[src/hw/rtl/rfla_pkg.sv]
// ----------------------------------------------------------------------------
// Register free list allocator package
// Shared constants, item types and codes for the allocator block.
// ----------------------------------------------------------------------------
package rfla_pkg;

    localparam int NUM_REGS    = 18;
    localparam int IDX_W       = $clog2(NUM_REGS);
    localparam int CNT_W       = $clog2(NUM_REGS + 1);
    localparam int QUEUE_DEPTH = 2;

    typedef enum logic [1:0] {
        OP_ALLOC    = 2'd0,
        OP_FREE     = 2'd1,
        OP_MARK     = 2'd2,
        OP_FREE_ALL = 2'd3
    } t_opcode;

    typedef enum logic [2:0] {
        ST_OK           = 3'd0,
        ST_ALREADY_FREE = 3'd1,
        ST_RETVAL       = 3'd2,
        ST_INVALID      = 3'd3,
        ST_REFILLED     = 3'd4
    } t_status;

    typedef enum logic [1:0] {
        CLS_MANAGED = 2'd0,
        CLS_RETVAL  = 2'd1,
        CLS_INVALID = 2'd2
    } t_cls;

    typedef struct packed {
        logic [1:0] opcode;
        logic [4:0] reg_id;
    } t_in;

    typedef struct packed {
        logic [4:0] granted_reg;
        logic [2:0] status;
        logic [4:0] free_count;
    } t_out;

    typedef struct packed {
        t_opcode          op;
        t_cls             cls;
        logic [IDX_W-1:0] reg_idx;
    } t_cmd;

    typedef struct packed {
        logic empty;
        logic full;
    } t_qstat;

endpackage

[src/hw/rtl/rfla_front.sv]
// ----------------------------------------------------------------------------
// Allocator front end
// Accepts items and classifies the register number of each one.
// ----------------------------------------------------------------------------
module rfla_front (
    input  logic                i_start,
    input  logic                i_busy,
    input  rfla_pkg::t_in       i_item,
    output logic                o_push,
    output rfla_pkg::t_cmd      o_cmd
);

    always_comb begin
        o_push     = i_start && !i_busy;
        o_cmd.op   = rfla_pkg::t_opcode'(i_item.opcode);
        o_cmd.reg_idx = rfla_pkg::IDX_W'(i_item.reg_id);
        if ({1'b0, i_item.reg_id} < 6'(rfla_pkg::NUM_REGS)) begin
            o_cmd.cls = rfla_pkg::CLS_MANAGED;
        end else if ({1'b0, i_item.reg_id} == 6'(rfla_pkg::NUM_REGS)) begin
            o_cmd.cls = rfla_pkg::CLS_RETVAL;
        end else begin
            o_cmd.cls = rfla_pkg::CLS_INVALID;
        end
    end

endmodule

[src/hw/rtl/rfla_queue.sv]
// ----------------------------------------------------------------------------
// Command queue
// Short first-in first-out queue between the front end and the back end.
// ----------------------------------------------------------------------------
module rfla_queue (
    input  logic                i_clk,
    input  logic                i_rst_n,
    input  logic                i_push,
    input  rfla_pkg::t_cmd      i_data,
    input  logic                i_pop,
    output rfla_pkg::t_cmd      o_data,
    output rfla_pkg::t_qstat    o_stat
);

    localparam int PTR_W = (rfla_pkg::QUEUE_DEPTH > 1) ? $clog2(rfla_pkg::QUEUE_DEPTH) : 1;
    localparam int QCNT_W = $clog2(rfla_pkg::QUEUE_DEPTH + 1);

    rfla_pkg::t_cmd     r_mem [rfla_pkg::QUEUE_DEPTH];
    logic [PTR_W-1:0]   r_wr_ptr;
    logic [PTR_W-1:0]   r_rd_ptr;
    logic [QCNT_W-1:0]  r_count;
    logic [PTR_W-1:0]   n_wr_ptr;
    logic [PTR_W-1:0]   n_rd_ptr;
    logic               do_push;
    logic               do_pop;

    always_comb begin
        o_stat.empty = (r_count == '0);
        o_stat.full  = (r_count == QCNT_W'(rfla_pkg::QUEUE_DEPTH));
        do_push      = i_push && !o_stat.full;
        do_pop       = i_pop && !o_stat.empty;
        o_data       = r_mem[r_rd_ptr];
        n_wr_ptr     = (r_wr_ptr == PTR_W'(rfla_pkg::QUEUE_DEPTH - 1)) ? '0 : r_wr_ptr + 1'b1;
        n_rd_ptr     = (r_rd_ptr == PTR_W'(rfla_pkg::QUEUE_DEPTH - 1)) ? '0 : r_rd_ptr + 1'b1;
    end

    always_ff @(posedge i_clk) begin
        if (!i_rst_n) begin
            r_wr_ptr <= '0;
            r_rd_ptr <= '0;
            r_count  <= '0;
        end else begin
            if (do_push) begin
                r_wr_ptr <= n_wr_ptr;
            end
            if (do_pop) begin
                r_rd_ptr <= n_rd_ptr;
            end
            if (do_push && !do_pop) begin
                r_count <= r_count + 1'b1;
            end else if (do_pop && !do_push) begin
                r_count <= r_count - 1'b1;
            end
        end
    end

    always_ff @(posedge i_clk) begin
        if (do_push) begin
            r_mem[r_wr_ptr] <= i_data;
        end
    end

endmodule

[src/hw/rtl/rfla_back.sv]
// ----------------------------------------------------------------------------
// Allocator back end
// Holds the free list as a shifting row of entries and carries out commands
// in a lookup step followed by an execute step.
// ----------------------------------------------------------------------------
module rfla_back (
    input  logic                i_clk,
    input  logic                i_rst_n,
    input  rfla_pkg::t_cmd      i_cmd,
    input  rfla_pkg::t_qstat    i_qstat,
    output logic                o_pop,
    output logic                o_done,
    output rfla_pkg::t_out      o_result
);

    localparam int N     = rfla_pkg::NUM_REGS;
    localparam int IDX_W = rfla_pkg::IDX_W;
    localparam int CNT_W = rfla_pkg::CNT_W;

    typedef enum logic [1:0] {
        S_LOOK = 2'b01,
        S_EXEC = 2'b10
    } t_state;

    t_state             r_state;
    t_state             n_state;
    logic [IDX_W-1:0]   r_order [N];
    logic [IDX_W-1:0]   n_order [N];
    logic [CNT_W-1:0]   r_len;
    logic [CNT_W-1:0]   n_len;
    logic [N-1:0]       r_mark;
    logic [N-1:0]       n_mark;
    rfla_pkg::t_cmd     r_cmd;
    logic [IDX_W-1:0]   r_pos;
    logic [IDX_W-1:0]   n_pos;
    logic [IDX_W-1:0]   r_tail;
    logic [IDX_W-1:0]   n_tail;
    logic [IDX_W-1:0]   granted;
    rfla_pkg::t_status  status;
    logic               exec;

    always_comb begin
        o_pop  = (r_state == S_LOOK) && !i_qstat.empty;
        exec   = (r_state == S_EXEC);
        n_pos  = '0;
        for (int j = 0; j < N; j++) begin
            if ((r_order[j] == i_cmd.reg_idx) && (CNT_W'(j) < r_len)) begin
                n_pos = n_pos | IDX_W'(j);
            end
        end
        n_tail = (r_len != '0) ? r_order[IDX_W'(r_len - CNT_W'(1))] : '0;
        n_state = r_state;
        case (r_state)
            S_LOOK: begin
                if (o_pop) begin
                    n_state = S_EXEC;
                end
            end
            S_EXEC: begin
                n_state = S_LOOK;
            end
            default: begin
                n_state = S_LOOK;
            end
        endcase
    end

    always_comb begin
        n_order = r_order;
        n_len   = r_len;
        n_mark  = r_mark;
        granted = '0;
        status  = rfla_pkg::ST_OK;
        if (exec) begin
            case (r_cmd.op)
                rfla_pkg::OP_ALLOC: begin
                    if (r_len == '0) begin
                        for (int j = 0; j < N; j++) begin
                            n_order[j] = IDX_W'(j);
                        end
                        granted = IDX_W'(N - 1);
                        n_len   = CNT_W'(N - 1);
                        n_mark  = '1;
                        n_mark[N-1] = 1'b0;
                        status  = rfla_pkg::ST_REFILLED;
                    end else begin
                        granted         = r_tail;
                        n_len           = r_len - CNT_W'(1);
                        n_mark[r_tail]  = 1'b0;
                    end
                end
                rfla_pkg::OP_FREE: begin
                    case (r_cmd.cls)
                        rfla_pkg::CLS_MANAGED: begin
                            if (r_mark[r_cmd.reg_idx]) begin
                                status = rfla_pkg::ST_ALREADY_FREE;
                            end else if (r_len < CNT_W'(N)) begin
                                for (int j = 1; j < N; j++) begin
                                    n_order[j] = r_order[j-1];
                                end
                                n_order[0] = r_cmd.reg_idx;
                                n_len      = r_len + CNT_W'(1);
                                n_mark[r_cmd.reg_idx] = 1'b1;
                            end
                        end
                        rfla_pkg::CLS_RETVAL: begin
                            status = rfla_pkg::ST_RETVAL;
                        end
                        default: begin
                            status = rfla_pkg::ST_INVALID;
                        end
                    endcase
                end
                rfla_pkg::OP_MARK: begin
                    if (r_cmd.cls == rfla_pkg::CLS_MANAGED) begin
                        if (r_mark[r_cmd.reg_idx]) begin
                            for (int j = 0; j < N - 1; j++) begin
                                if (IDX_W'(j) >= r_pos) begin
                                    n_order[j] = r_order[j+1];
                                end
                            end
                            n_len = r_len - CNT_W'(1);
                            n_mark[r_cmd.reg_idx] = 1'b0;
                        end
                    end else begin
                        status = rfla_pkg::ST_INVALID;
                    end
                end
                default: begin
                    for (int j = 0; j < N; j++) begin
                        n_order[j] = IDX_W'(j);
                    end
                    n_len  = CNT_W'(N);
                    n_mark = '1;
                end
            endcase
        end
    end

    always_ff @(posedge i_clk) begin
        if (!i_rst_n) begin
            r_state <= S_LOOK;
            r_len   <= CNT_W'(N);
            r_mark  <= '1;
            o_done  <= 1'b0;
            for (int j = 0; j < N; j++) begin
                r_order[j] <= IDX_W'(j);
            end
        end else begin
            r_state <= n_state;
            r_len   <= n_len;
            r_mark  <= n_mark;
            r_order <= n_order;
            o_done  <= exec;
        end
    end

    always_ff @(posedge i_clk) begin
        if (o_pop) begin
            r_cmd  <= i_cmd;
            r_pos  <= n_pos;
            r_tail <= n_tail;
        end
        if (exec) begin
            o_result.granted_reg <= 5'(granted);
            o_result.status      <= 3'(status);
            o_result.free_count  <= 5'(n_len);
        end
    end

endmodule

[src/hw/rtl/register_free_list_allocator.sv]
// ----------------------------------------------------------------------------
// Register free list allocator
// Keeps an ordered free list of register numbers and serves allocate, free,
// mark-used and free-all commands, one result item per input item.
// ----------------------------------------------------------------------------
// Channel   Direction  Handshake               Payload
// command   in         i_start high, o_busy low  i_item   (opcode, reg_id)
// result    out        o_done for one cycle    o_result (granted_reg, status,
//                                                        free_count)
//
// Each item takes two steps in the back end: one looks up the register's place
// in the list, one shifts the list and forms the result. An item taken is
// written to the queue, popped into the lookup step and executed; the result
// strobe is registered from the execute step. Up to two items wait in the
// queue; o_busy is high while it is full. Reset restores the list's full order.
// ----------------------------------------------------------------------------
module register_free_list_allocator (
    input  logic                i_clk,
    input  logic                i_rst_n,
    input  logic                i_start,
    input  rfla_pkg::t_in       i_item,
    output logic                o_busy,
    output logic                o_done,
    output rfla_pkg::t_out      o_result
);

    logic               push;
    logic               pop;
    rfla_pkg::t_cmd     front_cmd;
    rfla_pkg::t_cmd     queue_cmd;
    rfla_pkg::t_qstat   qstat;

    assign o_busy = qstat.full;

    rfla_front u_front (
        .i_start (i_start),
        .i_busy  (o_busy),
        .i_item  (i_item),
        .o_push  (push),
        .o_cmd   (front_cmd)
    );

    rfla_queue u_queue (
        .i_clk   (i_clk),
        .i_rst_n (i_rst_n),
        .i_push  (push),
        .i_data  (front_cmd),
        .i_pop   (pop),
        .o_data  (queue_cmd),
        .o_stat  (qstat)
    );

    rfla_back u_back (
        .i_clk    (i_clk),
        .i_rst_n  (i_rst_n),
        .i_cmd    (queue_cmd),
        .i_qstat  (qstat),
        .o_pop    (pop),
        .o_done   (o_done),
        .o_result (o_result)
    );

endmodule

[config.mk]
export PLATFORM = sky130hd
export DESIGN_NAME = register_free_list_allocator
export DESIGN_NICKNAME = d
export VERILOG_FILES = /design/src/hw/rtl/rfla_pkg.sv /design/src/hw/rtl/rfla_front.sv /design/src/hw/rtl/rfla_queue.sv /design/src/hw/rtl/rfla_back.sv /design/src/hw/rtl/register_free_list_allocator.sv
export SDC_FILE = /design/constraint.sdc
export NUM_CORES = 1
export LEC_CHECK = 0
export BUFFER_PORTS_ARGS = -buffer_cell sky130_fd_sc_hd__buf_2
export CAP_MARGIN = 20
export CORE_ASPECT_RATIO = 1.1
export CORE_MARGIN = 4
export CORE_UTILIZATION = 45
export CTS_BUF_LIST = sky130_fd_sc_hd__clkbuf_2
export CTS_CLUSTER_DIAMETER = 120
export CTS_CLUSTER_SIZE = 25
export DETAILED_ROUTE_END_ITERATION = 7
export SLEW_MARGIN = 20
export SYNTH_ARGS = -nofsm -noshare
export SYNTH_HDL_FRONTEND = slang
export SYNTH_SLANG_ARGS = --single-unit
[constraint.sdc]
create_clock -name i_clk -period 4 [get_ports i_clk]
set_input_delay 0.8 -clock i_clk [delete_from_list [all_inputs] [get_ports i_clk]]
set_output_delay 0.8 -clock i_clk [all_outputs]
set_load 0.02 [all_outputs]
==> results.yml, run 1 <==
sta:
  setup_viol: 0
  final-hold-violation-count: 0
  rsz0062_at_grt: "false"
  post-route-period-util_pct: 79.13
  fin_tns_setup_ps: 0
  skew_ps: 58.34
  final-max-slew-violation-count: 0
  slew_headroom_pct: 40.11
  layout_setup_ws_ps: 834.9
  max_freq_mhz: 315.9
  min_period_ps: 3165
  tightest_slew_ps: 898.3
routing:
  dr_total_vias: 9222
  drc: 0
  postRouteWirelength_um: 32050
  drtIter0Drc: 836
  first_pass_iters: 5
  vias_per_cell: 6.308
  wire_per_inst_um: 21.92
  final_antenna_net_count: 0
global_routing:
  grt_max_degree: 102
  grt_usage_pct: 24.22
  gr-total-overflow: 0
  grt_pass1_vias: 8616
  antenna_found_initial: 1
  grt_pass1_wl_um: 50580
layout:
  seqCellArea_um2: 3925
  stdcell_count: 1462
  final_common_cell: "nand2_1"
  utilization_pct: 48.85
  nNetsFinal: 1165
  layout-drive-gt1-share_pct: 13.37
  fill_cells: 2229
  layout_common_cells: "nand2_1 (154), dfxtp_1 (120), nor2_1 (97)"
  fin_area_um2: 11270
  syn_to_final_growth_pct: 5.964
  multiInputGateArea_um2: 6251
placement:
  dp_hpwl_um: 21780
  place_area_um2: 10980
  dp.cells: 1426
  gp_congestion: 0.8962
  portBuffers: 24
  pre_cts_ws_ps: 888.0
min_path:
  min_path_type: "primary input to register"
setup_path:
  path_max_fanout: 17
  cp-start-kind: "register"
  critPathKind: "register to register"
  end_kind: "register"
  rrSetupSlack_ps: 830
  required_ps: 4740
  critPathArrivalTime_ps: 3900
logic_synthesis:
  synth_cell_types: 74
  synth_area_um2: 10640
  ys_seq_area_share_pct: 36.89
  synth_edf_count: 50
  yosys_warnings: 0
  ys.flop_type: "dfxtp_1"
  postSynth.asyncResetShare_pct: 0
  synth_nets: 1189
  syn_avg_cell_area_um2: 9.092
  netlist_instances: 1170
  synth_seq_cells: 171
clock_network:
  clkSlewWorstSetupHoldPaths_ps: 320
  tritoncts: "done"
  cts-resized-gates: 0
  insertion_delay_ps: 810
  cts-root-buf: "clkbuf_2"
  cts_hold_buffers: 0
  cts_buffers: 17
  cts_setup_buffers: 0
  cts_buffer_depth: 2
  htreeDepth: 4
  cts_sinks: 171
floorplan:
  io_pins: 25
  die_area_um2: 26170
  die_h_um: 169.3
  start_util_pct: 46.10
  placementRows: 58
  die_w_um: 154.6
  coreArea_um2: 23080
power:
  p_per_area_nw_per_um2: 539.4
  cellLeakagePower_nw: 4.434
  vdd_drop_max_uv: 258.5
outcome:
  status: "complete, no violations"
flow_run:
  drv_cap: 0
## metrics by stage
stage	power [mW]	hold WS [ps]
6_report	6.080	155.4
5_1_grt	6.431	81.35
4_1_cts	6.041	85.89
3_5_place_dp	5.058	486.5
3_3_place_gp	5.038	490.6
2_1_floorplan	4.330	447.6
## cells in the mapped netlist, types with 6 or more instances
master | instances | area, um2
a41oi_1 | 17 | 148.9
xor2_1 | 49 | 429.2
a31oi_1 | 12 | 75.07
o21ai_0 | 49 | 245.2
mux2_2 | 17 | 191.4
buf_2 | 13 | 65.06
nor2_1 | 97 | 364.1
mux2i_1 | 85 | 850.8
mux4_2 | 22 | 495.5
nand4_1 | 13 | 81.33
ha_1 | 9 | 112.6
nor3_1 | 29 | 145.1
o22ai_1 | 9 | 56.30
nand2_1 | 154 | 578.1
edfxtp_1 | 50 | 1501
clkbuf_1 | 63 | 236.5
nand3_1 | 38 | 190.2
o31ai_1 | 6 | 45.04
or3_1 | 9 | 56.30
inv_1 | 22 | 82.58
a21oi_1 | 27 | 135.1
nor4_1 | 10 | 62.56
and3_1 | 7 | 43.79
nand3_2 | 7 | 70.07
nand2b_1 | 7 | 43.79
xnor2_1 | 41 | 359.1
dfxtp_1 | 121 | 2422
a221oi_1 | 29 | 254.0
a22o_1 | 48 | 420.4
a22oi_1 | 7 | 52.55
buf_1 | 13 | 48.80
## worst paths after layout
path | to | startpoint | cells after the start
worst max-delay path | u_back.r_mark[7] | u_back.r_cmd[0] | 8
worst min-delay path | u_queue.r_mem[1][7] | i_item[5] | 1
worst max register to register | u_back.r_mark[7] | u_back.r_cmd[0] | 8
worst min register to register | u_back.r_order[86] | u_back.r_order[86] | 2
## layer usage
metal	routed length (um)	vias up	GRT usage, %
met4	847	0	8.295
met5	0	-	0
met2	14880	379	38.22
met3	2202	66	4.387
met1	14120	4530	33.68
li1	-	4247	-
## registers in the layout, summed over array words and instances (netlist names), named ones only
register and flops:
u_queue.r_wr_ptr 1, u_back.r_order 90, u_back.r_cmd 9, u_queue.r_rd_ptr 1
u_back.o_done 1, u_back.o_result 13, u_back.r_pos 5, u_back.r_len 5
u_queue.r_count 2, u_back.r_tail 5, u_queue.r_mem 18, u_back.r_state 2
u_back.r_mark 18
## where the power goes
| group | leakage [nW] | switching [mW] | internal, mW |
|---|---|---|---|
| Clock | 0.150 | 0.765 | 0.216 |
| Sequential | 1.44 | 0.279 | 2.03 |
| Combinational | 2.84 | 1.79 | 0.999 |
| Total | 4.43 | 2.83 | 3.25 |
## area by class of cell
class / count / area share, %
Multi-Input combinational cell: 878 / 55.46
Antenna cell: 3 / 0.06660
Clock inverter: 15 / 1.532
Tap cell: 300 / 3.330
Clock buffer: 17 / 0.7548
Inverter: 24 / 0.7992
Sequential cell: 171 / 34.82
Timing Repair Buffer: 54 / 3.241
## worst max-delay path, stage by stage, from the launching register on
cell	delay (ps)
edfxtp_1	610
or2_1	290
o22ai_2	130
or4_1	680
a211oi_1	390
a21o_1	480
buf_4	310
nor3_1	60
a41oi_1	180
## cells by family after synthesis
kind of cell	synth area share, %
adders and majority gates	1.059
xor gates and xnor gates	7.410
AOI/OAI and AO/OA	16.97
and+or+nand+nor	17.74
buffers and inverters	4.881
DFF	36.89
muxes	15.06
Power figures use the tool's default switching activity.
==> run 2, diff against run 1 <==
Clock period 4 ns to 3.3 ns, I/O delays scaled along.
==> run 2 against run 1 <==
- clock skew down 2.9 ps
- power up 23%
- critical path depth decreased by 1
- sequential cell count unchanged
- highest routed layer unchanged
==> results.yml, run 2 (synthesis gave the netlist of run 1 again) <==
setup_path:
  cp-start-kind: "register"
  required_ps: 3970
  path_max_fanout: 34
  critPathKind: "register to register"
  end_kind: "register"
  critPathArrivalTime_ps: 3630
sta:
  setup_viol: 0
  min_period_ps: 2955
  final-max-slew-violation-count: 0
  max_freq_mhz: 338.4
  post-route-period-util_pct: 89.54
  rsz0062_at_grt: "false"
  slew_headroom_pct: 42.58
  fin_tns_setup_ps: 0
  tightest_slew_ps: 859.2
  skew_ps: 55.40
  final-hold-violation-count: 0
min_path:
  min_path_type: "primary input to register"
layout:
  syn_to_final_growth_pct: 6.952
  final_common_cell: "nand2_1"
  largest_reg_flops: 90
  utilization_pct: 49.30
  multiInputGateArea_um2: 6257
  nNetsFinal: 1176
  reg_top3: "u_back.r_order: 90 flops, u_back.r_mark: 18 flops, u_queue.r_mem: 18 flops"
  stdcell_count: 1472
  top_register: "u_back.r_order"
  seqCellArea_um2: 3925
  layout_common_cells: "nand2_1 (154), dfxtp_1 (120), nor2_1 (96)"
  fin_area_um2: 11380
  layout-drive-gt1-share_pct: 14.19
  fill_cells: 2197
power:
  cellLeakagePower_nw: 4.493
  vdd_drop_max_uv: 327.0
  p_per_area_nw_per_um2: 654.8
clock_network:
  clkSlewWorstSetupHoldPaths_ps: 340
  htreeDepth: 4
  cts_setup_buffers: 0
  cts-root-buf: "clkbuf_2"
  cts_buffer_depth: 2
  cts_buffers: 17
  insertion_delay_ps: 800
  tritoncts: "done"
  cts_sinks: 171
floorplan:
  die_h_um: 169.3
  die_w_um: 154.6
  io_pins: 25
  die_area_um2: 26170
  start_util_pct: 46.10
  coreArea_um2: 23080
  placementRows: 58
placement:
  dp.cells: 1436
  gp_congestion: 0.9047
  place_area_um2: 11070
  dp_hpwl_um: 21450
  portBuffers: 24
routing:
  dr_total_vias: 9153
  postRouteWirelength_um: 31380
  drtIter0Drc: 890
  final_antenna_net_count: 0
  wire_per_inst_um: 21.32
  vias_per_cell: 6.218
  first_pass_iters: 6
  drc: 0
global_routing:
  grt_pass1_wl_um: 50140
  grt_usage_pct: 23.91
  gr-total-overflow: 0
  grt_pass1_vias: 8566
  antenna_found_initial: 2
  grt_max_degree: 61
outcome:
  status: "complete, no violations"
flow_run:
  drv_cap: 0
-- run 2: worst paths after layout --
path	slack (ps)	to	from	cells after the start
min	70	u_queue.r_mem[1][1]	i_item[1]	1
min reg2reg	520	u_back.r_order[86]	u_back.r_order[86]	2
max reg2reg	350	u_back.r_tail[3]	u_back.r_len[0]	7
max	350	u_back.r_tail[3]	u_back.r_len[0]	7
-- run 2: layout make-up --
type / instances / share of cell area, %
Timing Repair Buffer: 65 / 3.915
Clock inverter: 15 / 1.705
Inverter: 24 / 0.7918
Sequential cell: 171 / 34.50
Tap cell: 300 / 3.299
Multi-Input combinational cell: 878 / 55.00
Antenna cell: 2 / 0.04399
Clock buffer: 17 / 0.7478
-- run 2: per-stage QoR --
stage	hold slack (ps)	total power [mW]	setup WS (ps)
5_1_grt	-5.301	7.902	125.5
3_5_place_dp	472.9	6.216	240.3
6_report	74.05	7.450	345.1
2_1_floorplan	447.6	5.248	33.02
4_1_cts	21.70	7.442	162.7
3_3_place_gp	474.1	6.190	327.1
-- run 2: worst max-delay path, cell delays in order, from the launching register on --
cell and delay, ps:
dfxtp_2 400, buf_4 300, nor3_1 680, xor2_1 140, buf_4 210, nor4b_1 710
a22oi_1 230, nor2_1 160
-- run 2: per-layer routing --
| layer | routed length (um) | vias up | global-route usage (%) |
|---|---|---|---|
| met4 | 616 | 0 | 6.260 |
| li1 | - | 4275 | - |
| met1 | 13920 | 4476 | 34.36 |
| met3 | 2156 | 39 | 3.315 |
| met2 | 14680 | 363 | 38.13 |
| met5 | 0 | - | 0 |
-- run 2: repair_timing --
action / 4_1_cts / 5_1_grt
setup endpoints to repair: 0 / 17
hold buffers: 2 / 0
gates resized for setup: 0 / 1
hold endpoints to repair: 4 / 0
-- run 2: report_power, final --
part	switching, mW	leakage (nW)	total [mW]	internal [mW]
logic	2.21	2.89	3.46	1.25
clock network	0.948	0.159	1.22	0.276
registers	0.299	1.44	2.77	2.47
total	3.45	4.49	7.45	4.00
==> run 3, diff against run 2 <==
--- a/config.mk
+++ b/config.mk
@@ -11,3 +11,3 @@
 export CORE_MARGIN = 4
-export CORE_UTILIZATION = 45
+export CORE_UTILIZATION = 27
 export CTS_BUF_LIST = sky130_fd_sc_hd__clkbuf_2
--- a/constraint.sdc
+++ b/constraint.sdc
@@ -3,2 +3,2 @@
 set_output_delay 0.66 -clock i_clk [all_outputs]
-set_load 0.02 [all_outputs]
+set_load 0.005 [all_outputs]
==> run 3 against run 2 <==
- critical path depth up 1
- largest cell class unchanged
- power increased by 1.4%
- global-route usage down 8.8 points
- clock power is 6% higher
- sequential share of layout area shrank 0.87 points
==> results.yml, run 3 (synthesis gave the netlist of run 1 again) <==
global_routing:
  grt_pass1_wl_um: 52280
  gr-total-overflow: 0
  grt_max_degree: 102
  grt_pass1_vias: 8971
  antenna_found_initial: 2
  grt_usage_pct: 15.16
setup_path:
  critPathArrivalTime_ps: 3700
  end_kind: "register"
  cp-start-kind: "register"
  worstSetupStartpoint: "u_back.r_cmd[0]"
  crit_chain: "mux4_2, a32oi_1, and2_1, a31oi_1, o21ai_2, buf_4, nand2_1, mux2i_1"
  critPathKind: "register to register"
  required_ps: 4000
  path_max_fanout: 9
  r2r-start: "u_back.r_cmd[0]"
  critPathTopFamily: "compound AO/OA/AOI/OAI gates"
  critPathMaxStageDelay_ps: 590
  crit_path_top_delay_cell: "edfxtp_1"
  path_buf_inv: 1
min_path:
  hold_start: "i_item[3]"
  min_path_type: "primary input to register"
sta:
  skew_ps: 72.95
  slew_headroom_pct: 39.79
  fin_tns_setup_ps: 0
  final-max-slew-violation-count: 0
  rsz0062_at_grt: "false"
  tightest_slew_ps: 901.0
  setup_viol: 0
  post-route-period-util_pct: 91.01
  max_freq_mhz: 333.0
  holdWs_ps: 95.10
  min_period_ps: 3003
  layout_setup_ws_ps: 296.6
  final-hold-violation-count: 0
layout:
  fill_cells: 4081
  layout_common_cells: "nand2_1 (154), dfxtp_1 (120), nor2_1 (96)"
  syn_to_final_growth_pct: 9.715
  reg_top3: "u_back.r_order: 90 flops, u_back.r_mark: 18 flops, u_queue.r_mem: 18 flops"
  layout-drive-gt1-share_pct: 14.30
  stdcell_count: 1683
  multiInputGateArea_um2: 6240
  final_common_cell: "nand2_1"
  largest_reg_flops: 90
  seqCellArea_um2: 3925
  fin_area_um2: 11670
  utilization_pct: 29.86
  top_register: "u_back.r_order"
  nNetsFinal: 1181
placement:
  portBuffers: 24
  dp.cells: 1645
  dp_hpwl_um: 22370
  place_area_um2: 11340
  pre_cts_ws_ps: 77.87
  gp_congestion: 0.9019
power:
  p_seq_share_pct: 36.4
  vdd_drop_max_uv: 517.7
  power.total_mw: 7.551
  switching_share_pct: 44.83
  p_sw_mw: 3.385
  p_per_area_nw_per_um2: 647.0
  cellLeakagePower_nw: 4.521
  comb_power_share_pct: 46.5
  internal_power_mw: 4.166
  clkPwrFrac_pct: 17.1
clock_network:
  cts_sinks: 171
  htreeDepth: 4
  cts_buffer_depth: 2
  insertion_delay_ps: 820
  clkSlewWorstSetupHoldPaths_ps: 250
  cts-root-buf: "clkbuf_2"
  tritoncts: "done"
  cts_buffers: 17
  cts_setup_buffers: 0
routing:
  drtIter0Drc: 1056
  postRouteWirelength_um: 32890
  first_pass_iters: 8
  dr_total_vias: 9327
  final_antenna_net_count: 0
  vias_per_cell: 5.542
  wire_per_inst_um: 19.54
  drc: 0
floorplan:
  die_h_um: 216.2
  die_area_um2: 42640
  die_w_um: 197.3
  placementRows: 76
  io_pins: 25
  start_util_pct: 27.22
  coreArea_um2: 39080
outcome:
  status: "complete, no violations"
flow_run:
  drv_cap: 0
run 3: metal layers:
metal	vias to the layer above	global-route usage, %	routed length, um
li1	4286	-	-
met1	4568	20.96	14140
met2	412	24.54	15570
met3	59	2.348	2386
met4	2	4.392	779
met5	-	0	13
run 3: power groups by stage:
| stage | Sequential, mW | Combinational, mW | Clock [mW] |
|---|---|---|---|
| 2_1_floorplan | 2.62 | 2.62 | 0 |
| 3_3_place_gp | 2.78 | 3.42 | 0 |
| 3_5_place_dp | 2.79 | 3.44 | 0 |
| 4_1_cts | 2.75 | 3.46 | 1.32 |
| 5_1_grt | 2.79 | 3.79 | 1.40 |
| 6_report | 2.75 | 3.51 | 1.29 |
run 3: layout make-up:
cell class,count,area share (%)
Multi-Input combinational cell,878,53.46
Sequential cell,171,33.63
Tap cell,507,5.435
Timing Repair Buffer,70,4.342
Clock inverter,14,1.565
Clock buffer,18,0.7719
Inverter,24,0.7719
Antenna cell,1,0.02144
run 3: worst reg2reg max path, stage by stage, from the launching register on:
cell      delay, ps
edfxtp_1        590
mux4_2          560
a32oi_1         230
and2_1          280
a31oi_1         180
o21ai_2         420
buf_4           290
nand2_1         220
mux2i_1         180
run 3: path summary, 6_finish.rpt:
check / endpoint / slack (ps) / cells past startpoint
setup / recovery: u_back.r_order[74] / 300 / 8
hold / removal: u_queue.r_mem[0][3] / 100 / 1
setup reg to reg: u_back.r_order[74] / 300 / 8
hold reg to reg: u_back.r_order[89] / 520 / 2
run 3: timing repair:
action                                  4_1_cts  5_1_grt
endpoints found under the hold margin         6        3
hold buffers                                  3        2
endpoints found under the setup margin        0       40
gates resized for setup                       0        1
